File: config.mk
export PLATFORM = sky130hd
export DESIGN_NAME = rrr_isqrt
export DESIGN_NICKNAME = d
export VERILOG_FILES = /design/src/hw/rtl/rrr_pkg.sv /design/src/hw/rtl/rrr_isqrt.sv
export SDC_FILE = /design/constraint.sdc
export NUM_CORES = 2
export LEC_CHECK = 0
export BUFFER_PORTS_ARGS = -buffer_cell sky130_fd_sc_hd__buf_2
export CAP_MARGIN = 20
export CORE_UTILIZATION = 30
export DETAILED_ROUTE_END_ITERATION = 7
export HOLD_SLACK_MARGIN = 0.15
export RECOVER_POWER = 25
export SKIP_LAST_GASP = 1
export SYNTH_ARGS = -nofsm -noshare
export SYNTH_HDL_FRONTEND = slang
export SYNTH_SLANG_ARGS = --single-unit
File: constraint.sdc
create_clock -name i_clk -period 8.2 [get_ports i_clk]
set_input_delay 1.23 -clock i_clk [delete_from_list [all_inputs] [get_ports i_clk]]
set_output_delay 1.23 -clock i_clk [all_outputs]
set_load 0.02 [all_outputs]
File: src/hw/rtl/rrr_pkg.sv
// Shared types and constants for the ray reflect/refract core.
// Used by rrr_lane, rrr_isqrt and ray_reflect_refract_core; depends on nothing.
package rrr_pkg;

    localparam int FRAC_BITS_DEF = 13;
    localparam int ETA_BITS      = 14;
    localparam int COMP_W        = 16;
    localparam int ETA_W         = 16;
    localparam int PROD_W        = 32;
    localparam int SUM_W         = 35;
    localparam int P_W           = 32;
    localparam int SQ_W          = 62;
    localparam int RAD_W         = 64;
    localparam int ROOT_W        = 32;
    localparam int RES_W         = 51;
    localparam int SQRT_STAGES   = 32;

    localparam longint PERP_LIMIT = 64'sd2147483647;

    localparam logic OP_REFLECT = 1'b0;
    localparam logic OP_REFRACT = 1'b1;

    typedef struct packed {
        logic                     op;
        logic signed [COMP_W-1:0] dir_x;
        logic signed [COMP_W-1:0] dir_y;
        logic signed [COMP_W-1:0] dir_z;
        logic signed [COMP_W-1:0] norm_x;
        logic signed [COMP_W-1:0] norm_y;
        logic signed [COMP_W-1:0] norm_z;
        logic        [ETA_W-1:0]  eta_ratio;
    } t_rrr_in;

    typedef struct packed {
        logic signed [COMP_W-1:0] out_x;
        logic signed [COMP_W-1:0] out_y;
        logic signed [COMP_W-1:0] out_z;
        logic                     saturated;
    } t_rrr_out;

    typedef struct packed {
        logic                     op;
        logic signed [COMP_W-1:0] dir;
        logic signed [COMP_W-1:0] norm;
        logic        [ETA_W-1:0]  eta;
    } t_rrr_lane_in;

endpackage

File: src/hw/rtl/rrr_isqrt.sv
// Pipelined integer square root, one result bit per stage, truncating.
// Depends on rrr_pkg.
module rrr_isqrt import rrr_pkg::*; (
    input  logic              i_clk,
    input  logic              i_adv,
    input  logic [RAD_W-1:0]  i_rad,
    output logic [ROOT_W-1:0] o_root
);

    logic [RAD_W-1:0] r_x   [SQRT_STAGES-1];
    logic [RAD_W-1:0] r_res [SQRT_STAGES];

    for (genvar k = 0; k < SQRT_STAGES; k++) begin : g_stage
        localparam logic [RAD_W-1:0] BIT = RAD_W'(1) << (RAD_W - 2 - 2 * k);
        logic [RAD_W-1:0] x_in;
        logic [RAD_W-1:0] res_in;
        logic [RAD_W-1:0] trial;
        logic             take;

        if (k == 0) begin : g_first
            assign x_in   = i_rad;
            assign res_in = '0;
        end else begin : g_next
            assign x_in   = r_x[k-1];
            assign res_in = r_res[k-1];
        end

        assign trial = res_in + BIT;
        assign take  = (x_in >= trial);

        always_ff @(posedge i_clk) begin
            if (i_adv) begin
                r_res[k] <= take ? (res_in >> 1) + BIT : res_in >> 1;
            end
        end

        if (k < SQRT_STAGES - 1) begin : g_rem
            always_ff @(posedge i_clk) begin
                if (i_adv) begin
                    r_x[k] <= take ? x_in - trial : x_in;
                end
            end
        end
    end

    assign o_root = r_res[SQRT_STAGES-1][ROOT_W-1:0];

endmodule
# == After elaboration in Yosys (flattened, before gate mapping) ==
# Memories as Yosys holds them, arrays and structs flattened.
# Index checks and enable logic that the tools add are counted.
# totals
register_bits,0
mem_bits_rw,4032
word_cells,192
mem_count,2
# mem_list
name,depth,word_bits,rd,rd_ports_with_merged_regs,write_ports,line_no,text
r_res,32,64,32,0,32,rrr_isqrt.sv:11,logic [RAD_W-1:0] r_res [SQRT_STAGES];
r_x,31,64,31,0,31,rrr_isqrt.sv:10,logic [RAD_W-1:0] r_x [SQRT_STAGES-1];
# op_classes
addsub,93
order_cmp,32
n_mux,65
# ops
operator,count
2-to-1 mux 64 bit,62
greater-or-equal comparator 64 bit,31
subtractor 64 bit,30
adder 63 x 1 -> 64 bit (second input constant),1
adder 63 x 11 -> 64 bit (second input constant),1
adder 63 x 13 -> 64 bit (second input constant),1
adder 63 x 15 -> 64 bit (second input constant),1
adder 63 x 17 -> 64 bit (second input constant),1
adder 63 x 19 -> 64 bit (second input constant),1
adder 63 x 21 -> 64 bit (second input constant),1
adder 63 x 23 -> 64 bit (second input constant),1
adder 63 x 25 -> 64 bit (second input constant),1
adder 63 x 27 -> 64 bit (second input constant),1
adder 63 x 29 -> 64 bit (second input constant),1
adder 63 x 3 -> 64 bit (second input constant),1
adder 63 x 31 -> 64 bit (second input constant),1
adder 63 x 33 -> 64 bit (second input constant),1
adder 63 x 35 -> 64 bit (second input constant),1
adder 63 x 37 -> 64 bit (second input constant),1
adder 63 x 39 -> 64 bit (second input constant),1
adder 63 x 41 -> 64 bit (second input constant),1
adder 63 x 43 -> 64 bit (second input constant),1
adder 63 x 45 -> 64 bit (second input constant),1
adder 63 x 47 -> 64 bit (second input constant),1
45 further kinds,46

# == Depth between registers and ports, before layout ==
# An unclocked memory read counts as a cell.
# depth
depth_word,4
ltp_mapped,16

# == Least setup slack after synthesis ==
# OpenSTA, ideal clock, no wires.
# synth_path
path_kind,flip-flop to flip-flop
from,"memory r_x[25][13], in the netlist r_x[1][589]"
to,"memory r_x[26][12], in the netlist r_x[1][652] (data pin)"
arrival_time_ns,3.164
required_ns,7.930
path_slack_ns,4.766
stages_incl_launch_ff,13
path_buffers,3
period_less_slack_ns,3.434
cell_sequence,edfxtp_1 > ha_1 > or4b_2 > nor4b_1 > nand4_1 > o211a_1 > and2_1 > and2_1 > clkbuf_1 > inv_1 > clkbuf_1 > clkbuf_1 > a21oi_1
# synth_lines
item,line_no
"start, declared",rrr_isqrt.sv:10

==> flow_summary.ini <==
[pwr]
powerDensity_nw_per_um2 = 276
p_leak_nw = 50.1
finalPower_mw = 37.7
ir_drop_v = 0.000174

[clocking]
ctsHoldBuffers = 0
clkLatencyLatePin_ns = 0.90
cts.sinks = 2512
cts_buffers = 272
cts_buffer_depth = 4
cts_root_buf = clkbuf_16
cts_resized = 0
clk_pin_slew_worst_paths_ns = 0.06
htree_levels = 5
postCtsSetupRepairBufs = 0
cts_tree = built

[floorplan]
die_h_um = 638
rows = 233
die_w_um = 638
initial_core_util_pct = 30.1
core_area_sq_um = 402000
pin_count = 98
dieArea_sq_um = 406000

[worst_setup_path]
max_stage_delay_ns = 0.73
crit_slowest_cell = clkinv_1
cp_common_cell = or3_1
setup.worst_path.end_class = register
start_kind = register
criticalPathCategory = register to register
timing.rr.start = r_x[1][498]
crit_family = simple AND/OR/NAND/NOR gates
cp_cell_sequence = or3_1 -> nor3_1 -> nand4b_1 -> or3_1 -> a211o_1 -> nor2_1 -> and2_1 -> clkinv_1 -> buf_8 -> mux2_2
critPathArrivalTime_ns = 5.21
cp.required_ns = 8.80
crit_fanout = 21
startpoint = r_x[1][498]
cp_num_buf_inv = 2

[yosys]
synth-simple-area-share_pct = 12.3
ys_seq_area_share_pct = 62.3
netlist_area_sq_um = 121000
synth_xor_area_share_pct = 6.40
synth_seq_cells = 2512
synthAdderAreaFrac_pct = 5.76
synth_ff_type = edfxtp_1
avgSynthCellArea_sq_um = 12.5
synth-edff-count = 2512
synth_cell_types = 91
yosysWarnings = 0
synth_mux_area_share_pct = 0.617
synthArstFlopShare_pct = 0
syn_nets = 10355
synth_top_family_by_area = simple AND/OR/NAND/NOR gates
synth_compound_area_share_pct = 9.78
synthCells = 9731

[run_status]
status = completed

[final_layout]
fin_cells = 15467
finalNetCount = 10604
fill_cells = 39463
final_core_util_pct = 34.0
drive_gt1_share_pct = 6.53
area_growth_pct = 12.8

[timing]
finClkSkew_ns = 0.0834
fin_setup_tns_ns = 0
rsz0062_at_grt = false
slew_headroom_pct = 26.0
final_hold_viol_count = 0
slew_viol_final = 0
period_share_pct = 56.2
setup_violations = 0
max_freq_ghz = 0.217
worst_slew_pin_slew_ns = 1.11
fin_ws_ns = 3.59
period_needed_ns = 4.61

[global_route]
grt_pass1_wl_mm = 441
grt_max_degree = 194
antenna_found_initial = 7
grt_pass1_vias = 74104
grt_use_total_pct = 13.8
grt_overflow = 0

[route]
viasPerCell = 4.91
drt_iter0_drc = 5766
num_vias = 75869
postRouteWirelength_mm = 290
drc = 0
drt-pass1-iter-count = 6
wl_per_cell_um = 18.7
antenna_left = 0

[place]
dpl_worst_slack_ns = 3.30
placedCellCount = 14988
hpwl_mm = 221
port_buffers = 97
gp_congestion = 0.898

[flow_run]
drv_cap = 0

[worst_hold_path]
hold_path_class = register to register
min_from = r_x[1][11]
[area by class of cell]
cell class / instances / area (sq um) / share of cell area, %
diodes: 1 / 2.50 / 0.00183
flip-flops and latches: 2512 / 75400 / 55.2
repair buffers: 166 / 1120 / 0.819
clock buffers: 321 / 7200 / 5.27
clock inverters: 152 / 1290 / 0.941
inverters: 723 / 2710 / 1.99
multi-input cells: 6305 / 42300 / 31.0
well taps: 5287 / 6620 / 4.84
[cells in the final DEF, fill, tap and decap left out, types with 309 or more instances in the layout]
master / n
xor2_1: 394
o21ai_0: 454
a21oi_1: 626
edfxtp_1: 2512
nor2_1: 649
nor4_1: 309
xnor2_1: 491
nand2_1: 616
ha_1: 558
inv_1: 716
[cells in the mapped netlist (28+ instances only)]
master	number	share of area, %
a211oi_1	47	0.29
a21boi_0	31	0.19
a21o_1	251	1.6
a21oi_1	628	2.6
a31oi_1	62	0.32
and2_1	41	0.21
and3_1	51	0.26
and4_1	32	0.23
clkbuf_1	157	0.49
edfxtp_1	2512	62
ha_1	558	5.8
inv_1	716	2.2
mux2_2	60	0.56
nand2_1	616	1.9
nand2b_1	107	0.55
nand3_1	170	0.70
nand3b_1	38	0.24
nand4_1	160	0.83
nand4b_1	29	0.21
nor2_1	650	2.0
nor2b_1	72	0.37
nor3_1	293	1.2
nor3b_1	28	0.17
nor4_1	310	1.6
nor4b_1	51	0.37
o211ai_1	38	0.24
o21a_1	93	0.58
o21ai_0	454	1.9
o21bai_1	42	0.26
o31ai_1	49	0.30
or2_2	40	0.21
or3_1	95	0.49
or4_1	54	0.33
xnor2_1	491	3.5
xor2_1	394	2.8
[final timing paths]
check,endpoint,slack (ns),depth (start not counted)
worst min register to register,r_x[1][75],0.40,0
worst max register to register,r_x[1][542],3.59,10
worst max-delay path,r_x[1][542],3.59,10
worst min-delay path,r_x[1][75],0.40,0
[registers in the layout (all words and copies together) (netlist names)]
register and flops:
r_res 528, r_x 1984
[report_power, final]
part / switching (mW) / internal (mW)
clock network: 4.99 / 6.83
logic: 4.83 / 3.30
registers: 1.42 / 16.3
total: 11.2 / 26.5
[metal layers]
layer / vias to the layer above / track usage, % / part of all wire [%]
met5: - / 0 / 0.0041
met4: 2 / 4.56 / 3.1
met3: 456 / 1.69 / 4.1
met2: 1702 / 24.6 / 50
met1: 36726 / 17.3 / 43
li1: 36983 / - / -
[worst register-to-register path: stages (launching register included)]
cell and delay, ns:
edfxtp_1 0.41, or3_1 0.46, nor3_1 0.35, nand4b_1 0.20, or3_1 0.37, a211o_1 0.32
nor2_1 0.18, and2_1 0.69, clkinv_1 0.74, buf_8 0.37, mux2_2 0.29
[metrics by stage]
step           cell area, sq um  hold slack [ns]
2_1_floorplan            121000            0.417
3_3_place_gp             128000            0.428
3_5_place_dp             128000            0.427
4_1_cts                  137000            0.402
5_1_grt                  137000            0.412
6_report                 137000            0.400
[cell families after synthesis]
logic type,Yosys count
multiplexers,67
flip-flops,2512
XOR/XNOR,885
AO/OA/AOI/OAI,1911
adder cells (fa/ha/maj),558
buffers and inverters,914
AND/OR/NAND/NOR,2884
Power figures use the tool's default switching activity.
